$ cat src/rtl/core/olf_pkg.sv
package olf_pkg;

  // Header words that open a record
  localparam logic [15:0] HDR_CODE   = 16'hCADE;
  localparam logic [15:0] HDR_DATA   = 16'hDADA;
  localparam logic [15:0] HDR_SYMBOL = 16'hC3B7;

  // Address space of the presence map
  localparam int unsigned ADDR_W = 16;

  typedef enum logic [3:0] {
    PH_HDR_HI,
    PH_HDR_LO,
    PH_ADDR_HI,
    PH_ADDR_LO,
    PH_CNT_HI,
    PH_CNT_LO,
    PH_WORD_HI,
    PH_WORD_LO,
    PH_SYM_ADDR_HI,
    PH_SYM_ADDR_LO,
    PH_SYM_LEN_HI,
    PH_SYM_LEN_LO,
    PH_LABEL
  } phase_e;

  typedef enum logic [1:0] {
    KIND_WRITE,
    KIND_LABEL,
    KIND_END
  } kind_e;

  typedef enum logic [1:0] {
    SEC_CODE,
    SEC_DATA,
    SEC_FILL
  } section_e;

  typedef struct packed {
    logic [7:0] data_byte;
    logic       end_of_stream;
  } in_item_t;

  typedef struct packed {
    logic [1:0]  result_kind;
    logic [1:0]  section;
    logic [15:0] address;
    logic [15:0] word_value;
    logic [7:0]  label_char;
    logic        label_last;
    logic        end_status;
  } result_t;

  // Requests from the parser to the presence map
  typedef struct packed {
    logic              wr_en;
    logic [ADDR_W-1:0] wr_addr;
    logic              rd_en;
    logic [ADDR_W-1:0] rd_addr;
  } map_req_t;

endpackage

$ cat src/rtl/core/olf_parser.sv
module olf_parser (
  input  logic               clk_i,
  input  logic               rst_ni,
  input  logic               fire_i,
  input  olf_pkg::in_item_t  item_i,
  input  logic               present_i,
  output olf_pkg::map_req_t  req_o,
  output logic [1:0]         push_n_o,
  output olf_pkg::result_t   res0_o,
  output olf_pkg::result_t   res1_o,
  output olf_pkg::phase_e    phase_o
);
  import olf_pkg::*;

  phase_e      phase_q, phase_d;
  logic [7:0]  hold_q, hold_d;
  logic [1:0]  sec_q, sec_d;
  logic [15:0] cursor_q, cursor_d;
  logic [15:0] remain_q, remain_d;
  logic [15:0] label_q, label_d;
  logic [15:0] highest_q, highest_d;
  logic [15:0] w;
  logic [15:0] remain_dec;
  logic [15:0] reloc;
  logic [7:0]  b;

  assign b          = item_i.data_byte;
  assign w          = {hold_q, b};
  assign remain_dec = remain_q - 16'd1;
  assign reloc      = highest_q + 16'd1;
  assign phase_o    = phase_q;

  // Next state of the parser for the transfer in this cycle.
  always_comb begin
    phase_d   = phase_q;
    hold_d    = hold_q;
    sec_d     = sec_q;
    cursor_d  = cursor_q;
    remain_d  = remain_q;
    label_d   = label_q;
    highest_d = highest_q;
    if (fire_i) begin
      if (item_i.end_of_stream) begin
        phase_d = PH_HDR_HI;
      end else begin
        case (phase_q)
          PH_HDR_HI: begin
            hold_d  = b;
            phase_d = PH_HDR_LO;
          end
          PH_HDR_LO: begin
            if (w == HDR_CODE) begin
              sec_d   = SEC_CODE;
              phase_d = PH_ADDR_HI;
            end else if (w == HDR_DATA) begin
              sec_d   = SEC_DATA;
              phase_d = PH_ADDR_HI;
            end else if (w == HDR_SYMBOL) begin
              phase_d = PH_SYM_ADDR_HI;
            end else begin
              phase_d = PH_HDR_HI;
            end
          end
          PH_ADDR_HI: begin
            hold_d  = b;
            phase_d = PH_ADDR_LO;
          end
          PH_ADDR_LO: begin
            cursor_d = w;
            phase_d  = PH_CNT_HI;
          end
          PH_CNT_HI: begin
            hold_d  = b;
            phase_d = PH_CNT_LO;
          end
          PH_CNT_LO: begin
            remain_d = w;
            phase_d  = (w == 16'd0) ? PH_HDR_HI : PH_WORD_HI;
          end
          PH_WORD_HI: begin
            hold_d  = b;
            phase_d = PH_WORD_LO;
          end
          PH_WORD_LO: begin
            cursor_d  = cursor_q + 16'd1;
            remain_d  = remain_dec;
            highest_d = (cursor_q > highest_q) ? cursor_q : highest_q;
            phase_d   = (remain_dec == 16'd0) ? PH_HDR_HI : PH_WORD_HI;
          end
          PH_SYM_ADDR_HI: begin
            hold_d  = b;
            phase_d = PH_SYM_ADDR_LO;
          end
          PH_SYM_ADDR_LO: begin
            label_d = w;
            phase_d = PH_SYM_LEN_HI;
          end
          PH_SYM_LEN_HI: begin
            hold_d  = b;
            phase_d = PH_SYM_LEN_LO;
          end
          PH_SYM_LEN_LO: begin
            remain_d = w;
            if (!present_i) begin
              label_d   = reloc;
              highest_d = (reloc > highest_q) ? reloc : highest_q;
            end
            phase_d = (w == 16'd0) ? PH_HDR_HI : PH_LABEL;
          end
          PH_LABEL: begin
            remain_d = remain_dec;
            if (remain_dec == 16'd0) begin
              phase_d = PH_HDR_HI;
            end
          end
          default: begin
            phase_d = PH_HDR_HI;
          end
        endcase
      end
    end
  end

  // Results and presence map requests for the transfer in this cycle.
  always_comb begin
    push_n_o = 2'd0;
    res0_o   = '0;
    res1_o   = '0;
    req_o    = '0;
    if (fire_i) begin
      if (item_i.end_of_stream) begin
        res0_o.result_kind = KIND_END;
        res0_o.end_status  = (phase_q != PH_HDR_HI);
        push_n_o           = 2'd1;
      end else begin
        case (phase_q)
          PH_WORD_LO: begin
            res0_o.result_kind = KIND_WRITE;
            res0_o.section     = sec_q;
            res0_o.address     = cursor_q;
            res0_o.word_value  = w;
            push_n_o           = 2'd1;
            req_o.wr_en        = 1'b1;
            req_o.wr_addr      = cursor_q;
          end
          PH_SYM_ADDR_LO: begin
            // Look the symbol address up while its length arrives.
            req_o.rd_en   = 1'b1;
            req_o.rd_addr = w;
          end
          PH_SYM_LEN_LO: begin
            if (!present_i) begin
              res0_o.result_kind = KIND_WRITE;
              res0_o.section     = SEC_FILL;
              res0_o.address     = reloc;
              req_o.wr_en        = 1'b1;
              req_o.wr_addr      = reloc;
              if (w == 16'd0) begin
                res1_o.result_kind = KIND_LABEL;
                res1_o.address     = reloc;
                res1_o.label_last  = 1'b1;
                push_n_o           = 2'd2;
              end else begin
                push_n_o = 2'd1;
              end
            end else if (w == 16'd0) begin
              res0_o.result_kind = KIND_LABEL;
              res0_o.address     = label_q;
              res0_o.label_last  = 1'b1;
              push_n_o           = 2'd1;
            end
          end
          PH_LABEL: begin
            res0_o.result_kind = KIND_LABEL;
            res0_o.address     = label_q;
            res0_o.label_char  = b;
            if (remain_dec == 16'd0) begin
              res1_o.result_kind = KIND_LABEL;
              res1_o.address     = label_q;
              res1_o.label_last  = 1'b1;
              push_n_o           = 2'd2;
            end else begin
              push_n_o = 2'd1;
            end
          end
          default: begin
            push_n_o = 2'd0;
          end
        endcase
      end
    end
  end

  always_ff @(posedge clk_i or negedge rst_ni) begin
    if (!rst_ni) begin
      phase_q   <= PH_HDR_HI;
      hold_q    <= '0;
      sec_q     <= '0;
      cursor_q  <= '0;
      remain_q  <= '0;
      label_q   <= '0;
      highest_q <= '0;
    end else begin
      phase_q   <= phase_d;
      hold_q    <= hold_d;
      sec_q     <= sec_d;
      cursor_q  <= cursor_d;
      remain_q  <= remain_d;
      label_q   <= label_d;
      highest_q <= highest_d;
    end
  end

endmodule

$ cat config.mk
export PLATFORM = sky130hd
export DESIGN_NAME = olf_parser
export DESIGN_NICKNAME = d
export VERILOG_FILES = /design/src/rtl/core/olf_pkg.sv /design/src/rtl/core/olf_parser.sv
export SDC_FILE = /design/constraint.sdc
export NUM_CORES = 1
export LEC_CHECK = 0
export ABC_AREA = 1
export CAP_MARGIN = 20
export CORE_MARGIN = 2
export CORE_UTILIZATION = 70
export DETAILED_ROUTE_END_ITERATION = 8
export DONT_BUFFER_PORTS = 1
export PLACE_DENSITY_LB_ADDON = 0.12
export SLEW_MARGIN = 15
export SYNTH_ARGS = -nofsm -noshare
export SYNTH_HDL_FRONTEND = slang
export SYNTH_SLANG_ARGS = --single-unit
$ cat constraint.sdc
create_clock -name clk_i -period 5.9 [get_ports clk_i]
set_input_delay 1.18 -clock clk_i [delete_from_list [all_inputs] [get_ports clk_i]]
set_output_delay 1.18 -clock clk_i [all_outputs]
set_load 0.01 [all_outputs]
==> flow_metrics.env, run 1 <==
export IMPL_status="complete, no violations"
export IMPL_post_cts_gate_resize_count=0
export IMPL_timing_setup_tns_ns=0
export IMPL_die_w_um=104
export IMPL_grt_max_degree=78
export IMPL_layout_drive_gt1_share_pct=6.30
export IMPL_n_antenna_cell=0
export IMPL_dp_hpwl_mm=16.7
export IMPL_synthTopCellsByArea="sky130_fd_sc_hd__dfrtp_1 (27%), sky130_fd_sc_hd__nand2_1 (14%), sky130_fd_sc_hd__o21ai_0 (8.0%)"
export IMPL_dieArea_um2=10900
export IMPL_crit_slowest_cell="sky130_fd_sc_hd__inv_1"
export IMPL_syn_inst=1119
export IMPL_final_area_um2=7090
export IMPL_timing_critical_path_from_type="primary input"
export IMPL_vias_per_cell=6.09
export IMPL_max_stage_delay_ns=0.53
export IMPL_synth_area_um2=7050
export IMPL_synth_top_area_share_pct=27.3
export IMPL_route_antenna_remaining_nets=0
export IMPL_grtUsageTotal_pct=40.5
export IMPL_boundaryPins=145
export IMPL_max_slew_worst_pin_slew_ns=0.903
export IMPL_place_port_buffers=0
export IMPL_r2r_setup_slack_ns=2.55
export IMPL_grt_overflow_total=0
export IMPL_floorplan_die_height_um=104
export IMPL_cts_tree="yes"
export IMPL_holdBufCountCts=0
export IMPL_required_ns=4.72
export IMPL_synth_distinct_cells=46
export IMPL_power_density_nw_per_um2=151
export IMPL_worstPathCellList="clkinv_1 > nand4_1 > nor3_1 > nand2_1 > inv_1 > ha_1 > nand2_1 > a21oi_1"
export IMPL_start_util_pct=72.1
export IMPL_grt_first_pass_wirelength_mm=35.1
export IMPL_gp_routability_congestion=1.03
export IMPL_reg2reg_from="phase_o[2]"
export IMPL_ys_seq_area_share_pct=27.3
export IMPL_cts_htree_levels=3
export IMPL_postSynthRegisterBits=77
export IMPL_synth_edf_count=0
export IMPL_dpl_cell_area_um2=6920
export IMPL_number_of_antenna_violations_at_the_first_check_in_global_routing=0
export IMPL_slew_headroom_pct=39.7
export IMPL_timing_max_cap_violations=0
export IMPL_post_synth_top_area_cell="sky130_fd_sc_hd__dfrtp_1"
export IMPL_clock_path_buffers=2
export IMPL_cp_buffers_inverters=2
export IMPL_clock_sink_count=77
export IMPL_fmax_achieved_mhz=230
export IMPL_drtIter0Drc=900
export IMPL_cts_reportedPaths_clkPinSlew_ns=0.08
export IMPL_share_of_async_settable_or_async_resettable_flops_after_synthesis_pct=100
export IMPL_cts_buffers=9
export IMPL_floorplan_rows=36
export IMPL_min_delay_path_class="primary input to async pin"
export IMPL_vias=7481
export IMPL_number_of_setup_violations_in_the_final_report=0
export IMPL_timing_critical_path_to_type="output port"
export IMPL_finClkSkew_ns=0.00415
export IMPL_finalMaxSlewViolations=0
export IMPL_clkLatencyLatePin_ns=0.36
export IMPL_detail_route_drc_violations=0
export IMPL_critPathTopFamily="buffers and inverters"
export IMPL_cp_common_cell="sky130_fd_sc_hd__nand2_1"
export IMPL_final_nets=1135
export IMPL_vdd_drop_max_mv=0.112
export IMPL_wire_per_inst_um=18.0
export IMPL_period_minus_slack_ns=4.34
export IMPL_finalCritPeriodShare_pct=73.5
export IMPL_critical_path_peak_fanout=17
export IMPL_power_leakage_nw=3.49
export IMPL_floorplan_core_area_um2=9770
export IMPL_setup_worst_path_class="primary input to output port"
export IMPL_yosys_warnings=0
export IMPL_drtPass1Iterations=6
export IMPL_design_power_mw=1.07
export IMPL_first_global_vias=6722
export IMPL_cp_arrival_ns=3.16
export IMPL_rsz_0062_raised_after_global_routing="no"
export IMPL_hold_viol_final=0
export IMPL_synth_avg_cell_area_um2=6.30
export IMPL_layout_area_overhead_vs_synth_pct=0.639
export IMPL_crit_path_start="item_i[4]"
export IMPL_cts_setup_buffers=0
export IMPL_wirelength_mm=22.2
export IMPL_ys_dominant_reg_cell="sky130_fd_sc_hd__dfrtp_1"
export IMPL_clock_root_buffer="sky130_fd_sc_hd__clkbuf_8"
-- sequential cells by signal (all words and copies together) (netlist names) --
signal	cells
label_q	16
remain_q	16
phase_o	4
cursor_q	16
hold_q	8
sec_q	1
highest_q	16
-- routing by layer --
| metal | track usage [%] | vias to the layer above | part of all wire (%) |
|---|---|---|---|
| li1 | - | 3526 | - |
| met1 | 52.9 | 3400 | 39 |
| met2 | 65.5 | 469 | 46 |
| met3 | 9.59 | 86 | 11 |
| met4 | 14.6 | 0 | 3.8 |
| met5 | 0 | - | 0 |
-- power by group --
part | internal [mW] | switching (mW)
Clock | 0.161 | 0.199
Combinational | 0.0369 | 0.0992
Sequential | 0.548 | 0.0289
Total | 0.746 | 0.327
-- cells in the mapped netlist (2+ instances only) --
library cell,instances
sky130_fd_sc_hd__a211oi_1,13
sky130_fd_sc_hd__a21oi_1,64
sky130_fd_sc_hd__a22oi_1,2
sky130_fd_sc_hd__a31oi_1,7
sky130_fd_sc_hd__and3_1,2
sky130_fd_sc_hd__buf_2,14
sky130_fd_sc_hd__buf_4,34
sky130_fd_sc_hd__buf_6,2
sky130_fd_sc_hd__clkbuf_1,17
sky130_fd_sc_hd__dfrtp_1,77
sky130_fd_sc_hd__ha_1,30
sky130_fd_sc_hd__inv_1,140
sky130_fd_sc_hd__inv_2,16
sky130_fd_sc_hd__nand2_1,263
sky130_fd_sc_hd__nand2_2,9
sky130_fd_sc_hd__nand2_4,3
sky130_fd_sc_hd__nand3_1,81
sky130_fd_sc_hd__nand3_2,2
sky130_fd_sc_hd__nand4_1,25
sky130_fd_sc_hd__nor2_1,144
sky130_fd_sc_hd__nor2_2,9
sky130_fd_sc_hd__nor2_4,4
sky130_fd_sc_hd__nor2_8,2
sky130_fd_sc_hd__nor3_1,7
sky130_fd_sc_hd__o211ai_1,5
sky130_fd_sc_hd__o21ai_0,113
sky130_fd_sc_hd__o21ai_1,6
sky130_fd_sc_hd__o22ai_1,6
sky130_fd_sc_hd__or2_2,2
sky130_fd_sc_hd__xor2_1,4
-- layout by cell type, fill, tap and decap left out, drive strengths merged --
master / synthesis / final
xnor2: 1 / 1
a22oi: 2 / 2
a211oi: 13 / 13
o41ai: 1 / 1
mux2i: 1 / 1
ha: 30 / 30
o21a: 1 / 1
and3: 2 / 2
nand2: 275 / 275
or2: 3 / 3
o21ai: 119 / 119
nand4: 26 / 26
a21oi: 65 / 65
buf: 51 / 3
a21o: 1 / 1
o31ai: 1 / 1
clkinv: 1 / 3
dfrtp: 77 / 77
o22ai: 6 / 6
nor3: 8 / 8
clkbuf: 17 / 13
nor3b: 1 / 1
o211ai: 6 / 6
xor2: 5 / 5
conb: 1 / 28
nand3: 83 / 83
inv: 156 / 156
a31oi: 7 / 7
nor2: 159 / 159
-- per-stage QoR --
| step | util, % | hold WS, ns | std cells | worst slack (ns) |
|---|---|---|---|---|
| floorplan | - | 0.442 | 1146 | 2.01 |
| global placement | 70.8 | 0.459 | 1214 | 1.72 |
| detailed placement | 70.8 | 0.476 | 1214 | 1.66 |
| CTS | 72.5 | 0.496 | 1229 | 1.65 |
| global route | 72.5 | 0.494 | 1229 | 1.38 |
| finish | 72.5 | 0.495 | 1229 | 1.56 |
-- final cells by class --
| cell class | count | area (µm²) |
|---|---|---|
| Multi-Input combinational cell | 844 | 4230 |
| Fill cell | 910 | 2680 |
| Sequential cell | 77 | 1930 |
| Inverter | 157 | 589 |
| Tap cell | 133 | 166 |
| Clock buffer | 13 | 149 |
| Timing Repair Buffer | 3 | 22.5 |
| Clock inverter | 2 | 10.0 |
-- kinds of logic (layout without fill, tap and decap cells) --
logic type               after synthesis  in the layout  share of synthesized area (%)
other                                  1             28                         0.0532
adder cells (fa/ha/maj)               30             30                           5.33
flip-flops                            77             77                           27.3
buffers and inverters                225            175                           14.3
AND/OR/NAND/NOR                      557            557                           34.9
multiplexers                           1              1                          0.142
AO/OA/AOI/OAI                        222            222                           17.1
XOR/XNOR                               6              6                          0.852
-- path summary, 6_finish.rpt --
path	endpoint	cells past startpoint
max in group asynchronous	highest_q[4]	0
worst min-delay path	remain_q[4]	0
worst max register to register	remain_q[2]	13
min in group clk_i	highest_q[13]	2
worst max-delay path	res1_o[1]	8
worst min register to register	highest_q[13]	2
-- worst register-to-register path, stage by stage, from the launching register on --
cell and delay [ns]:
sky130_fd_sc_hd__dfrtp_1 0.59, sky130_fd_sc_hd__inv_2 0.10, sky130_fd_sc_hd__nor2_2 0.18, sky130_fd_sc_hd__inv_2 0.08, sky130_fd_sc_hd__nor2_4 0.10, sky130_fd_sc_hd__buf_4 0.40, sky130_fd_sc_hd__nor2_1 0.31, sky130_fd_sc_hd__nand2_1 0.13
sky130_fd_sc_hd__a21oi_1 0.06, sky130_fd_sc_hd__nor2_2 0.69, sky130_fd_sc_hd__inv_2 0.25, sky130_fd_sc_hd__a21oi_1 0.20, sky130_fd_sc_hd__o21ai_0 0.13, sky130_fd_sc_hd__nand2_1 0.09
Power figures use the tool's default switching activity.
==> inputs of run 2 (changes only) <==
--- a/config.mk
+++ b/config.mk
@@ -5,10 +5,10 @@
 export SDC_FILE = /design/constraint.sdc
 export NUM_CORES = 1
 export LEC_CHECK = 0
-export ABC_AREA = 1
+export ABC_AREA = 0
 export CAP_MARGIN = 20
 export CORE_MARGIN = 2
-export CORE_UTILIZATION = 70
+export CORE_UTILIZATION = 59
 export DETAILED_ROUTE_END_ITERATION = 8
 export DONT_BUFFER_PORTS = 1
 export PLACE_DENSITY_LB_ADDON = 0.12
==> constraint.sdc (replaced) <==
create_clock -name clk_i -period 3.6 [get_ports clk_i]
set_input_delay 0.72 -clock clk_i [delete_from_list [all_inputs] [get_ports clk_i]]
set_output_delay 0.72 -clock clk_i [all_outputs]
set_load 0.01 [all_outputs]
==> run 2 against run 1 <==
Net effect:
- the flow now finishes with violations (setup timing)
- combinational power grew to 14 times the previous value
- sequential power increased to 2.5 times the previous value
- synthesized area decreased by 4.9%
- power grew to 4.0 times the previous value
- register-to-register slack got worse by 2.3 ns
- clock skew rose by 0.0021 ns
- largest power group is now combinational logic
==> flow_metrics.env, run 2 <==
export IMPL_status="finished, violations left"
export IMPL_failed_checks="setup timing"
export IMPL_drtPass1Iterations=5
export IMPL_crit_reg2reg_capture="highest_q[6]"
export IMPL_worst_r2r_path_depth=13
export IMPL_rsz_0062_raised_after_global_routing="yes"
export IMPL_hold_ws_ns=0.0711
export IMPL_clock_path_buffers=2
export IMPL_ys_dominant_reg_cell="sky130_fd_sc_hd__dfrtp_1"
export IMPL_final_nets=933
export IMPL_timing_critical_path_to_type="output port"
export IMPL_grt_first_pass_wirelength_mm=36.2
export IMPL_place_worst_setup_slack_ns=0.0862
export IMPL_n_antenna_cell=0
export IMPL_fmax_achieved_mhz=268
export IMPL_first_global_vias=6397
export IMPL_wirelength_mm=23.4
export IMPL_r2r_setup_slack_ns=0.22
export IMPL_min_delay_path_class="primary input to async pin"
export IMPL_post_synth_top_area_cell="sky130_fd_sc_hd__dfrtp_1"
export IMPL_route_antenna_remaining_nets=0
export IMPL_die_w_um=111
export IMPL_reg2reg_from="highest_q[0]"
export IMPL_yosys_cell_count_top_type="sky130_fd_sc_hd__nor2_1"
export IMPL_share_of_async_settable_or_async_resettable_flops_after_synthesis_pct=100
export IMPL_required_ns=2.88
export IMPL_netSwitchingFraction_pct=42.3
export IMPL_vias=6891
export IMPL_ys_seq_area_share_pct=28.8
export IMPL_power_frac_comb_pct=43.6
export IMPL_switching_power_mw=1.79
export IMPL_yosys_warnings=0
export IMPL_mostFrequentLayoutCells="sky130_fd_sc_hd__a21oi_1 (94), sky130_fd_sc_hd__nor2_1 (92), sky130_fd_sc_hd__nand2_1 (86)"
export IMPL_detail_route_drc_violations=0
export IMPL_boundaryPins=145
export IMPL_number_of_antenna_violations_at_the_first_check_in_global_routing=0
export IMPL_setup_worst_path_class="register to output port"
export IMPL_synth_area_um2=6700
export IMPL_synthTopCellsByArea="sky130_fd_sc_hd__dfrtp_1 (29%), sky130_fd_sc_hd__a21oi_1 (7.0%), sky130_fd_sc_hd__ha_1 (5.6%)"
export IMPL_critical_path_peak_fanout=8
export IMPL_cts_reportedPaths_clkPinSlew_ns=0.06
export IMPL_p_clk_share_pct=21.8
export IMPL_dpl_cell_area_um2=6970
export IMPL_cp_arrival_ns=3.02
export IMPL_wire_per_inst_um=22.6
export IMPL_grt_max_degree=78
export IMPL_power_leakage_nw=3.27
export IMPL_synth_avg_cell_area_um2=7.67
export IMPL_crit_path_start="remain_q[0]"
export IMPL_period_minus_slack_ns=3.74
export IMPL_drtIter0Drc=826
export IMPL_dp_hpwl_mm=16.5
export IMPL_cts_tree="yes"
export IMPL_gp_routability_congestion=0.948
export IMPL_p_seq_share_pct=34.6
export IMPL_number_of_setup_violations_in_the_final_report=19
export IMPL_vdd_drop_max_mv=0.499
export IMPL_timing_setup_tns_ns=-1.44
export IMPL_layout_drive_gt1_share_pct=17.9
export IMPL_grtUsageTotal_pct=37.6
export IMPL_finalCritPeriodShare_pct=104
export IMPL_clock_root_buffer="sky130_fd_sc_hd__clkbuf_16"
export IMPL_hold_viol_final=0
export IMPL_postSynthRegisterBits=77
export IMPL_power_density_nw_per_um2=560
export IMPL_synth_distinct_cells=77
export IMPL_synth_top_area_share_pct=28.8
export IMPL_place_port_buffers=0
export IMPL_layout_area_overhead_vs_synth_pct=13.2
export IMPL_max_slew_worst_pin_slew_ns=0.907
export IMPL_finClkSkew_ns=0.00623
export IMPL_floorplan_die_height_um=111
export IMPL_syn_inst=874
export IMPL_start_util_pct=61.0
export IMPL_clkLatencyLatePin_ns=0.34
export IMPL_timing_critical_path_from_type="register"
export IMPL_dieArea_um2=12200
export IMPL_floorplan_rows=38
export IMPL_floorplan_core_area_um2=11000
export IMPL_vias_per_cell=6.66
export IMPL_clock_sink_count=77
export IMPL_cts_buffers=9
export IMPL_synthTopCellsByCount="sky130_fd_sc_hd__nor2_1 (95), sky130_fd_sc_hd__a21oi_1 (94), sky130_fd_sc_hd__nand2_1 (86)"
export IMPL_utilization_pct=69.1
export IMPL_setup_ws_ns=-0.136
export IMPL_synth_edf_count=0
export IMPL_most_frequent_standard_cell_in_the_layout_excluding_fill_and_tap_cells="sky130_fd_sc_hd__a21oi_1"
export IMPL_finalMaxSlewViolations=0
export IMPL_timing_max_cap_violations=0
export IMPL_final_area_um2=7580
export IMPL_slew_headroom_pct=39.3
export IMPL_grt_overflow_total=0
export IMPL_power_report_internal_total_mw=2.45
export IMPL_cts_htree_levels=3
[run 2: cell types whose count changed after synthesis, sizes merged, moves of 30 or more]
| cell | delta |
|---|---|
| clkbuf | +36 |
| and3 | +31 |
| nand2 | -188 |
| nand3 | -66 |
| nor2 | -63 |
| inv | -121 |
| o21ai | -50 |
| a21oi | +30 |
[run 2: worst max path at each step]
stage | end | slack, ns | depth (start not counted)
2_1_floorplan | res1_o[44] | 0.03 | 11
3_3_place_gp | res1_o[35] | 0.19 | 11
3_5_place_dp | res1_o[35] | 0.09 | 11
4_1_cts | res1_o[27] | -0.13 | 11
5_1_grt | res1_o[35] | -0.21 | 11
6_report | res1_o[37] | -0.14 | 11
[run 2: cell type report]
type                       instances  area (µm²)
multi-input combinational        696        4490
tap                              140         175
inverter                          35         131
sequential                        77        1930
timing repair buffer              71         569
clock inverter                     5        50.0
fill                             911        3400
clock buffer                      11         243
[run 2: metal layers]
metal	wire length (µm)	vias to the layer above	share of wire, %	GRT usage (%)
met4	648	0	2.8	14.5
met5	0	-	0	0
met2	10300	448	44	55.5
li1	-	3114	-	-
met3	2720	47	12	9.77
met1	9680	3282	41	52.8
[run 2: power groups by stage]
stage	combinational [mW]	sequential [mW]	clock [mW]
final	1.85	1.47	0.926
after global routing	2.03	1.50	0.967
after CTS	1.77	1.45	0.929
after detailed placement	1.67	1.46	0
after global placement	1.62	1.45	0
after floorplan	1.20	1.38	0
[run 2: logic make-up after synthesis]
family | after synthesis | synth area share (%)
simple gates | 330 | 24.9
compound gates | 266 | 25.0
buf+inv | 128 | 9.13
flops | 77 | 28.8
fa+ha+maj | 30 | 5.60
mux | 26 | 4.43
xor+xnor | 16 | 2.09
other cells | 1 | 0.0560
[run 2: worst max-delay path, cell delays in order (launching register included)]
cell and delay (ns):
sky130_fd_sc_hd__dfrtp_1 0.41, sky130_fd_sc_hd__inv_1 0.08, sky130_fd_sc_hd__ha_2 0.16, sky130_fd_sc_hd__or3b_4 0.38, sky130_fd_sc_hd__or3_4 0.34, sky130_fd_sc_hd__a21o_1 0.20, sky130_fd_sc_hd__o31ai_4 0.28, sky130_fd_sc_hd__nand4_4 0.16
sky130_fd_sc_hd__nor3_4 0.23, sky130_fd_sc_hd__buf_12 0.18, sky130_fd_sc_hd__o2bb2ai_2 0.11, sky130_fd_sc_hd__buf_4 0.14
[run 2: what timing repair did]
action                     4_1_cts  5_1_grt
hold buffers                     0        0
setup buffers                   13        3
gates resized for setup         32        9
cloned                           1        0
pin swaps                       11        4
setup endpoints to repair       19       21
[run 2: through the flow]
step	std cells	power (mW)
floorplan	901	2.58
global placement	1004	3.07
detailed placement	1004	3.13
CTS	1034	4.14
global route	1035	4.50
finish	1035	4.24
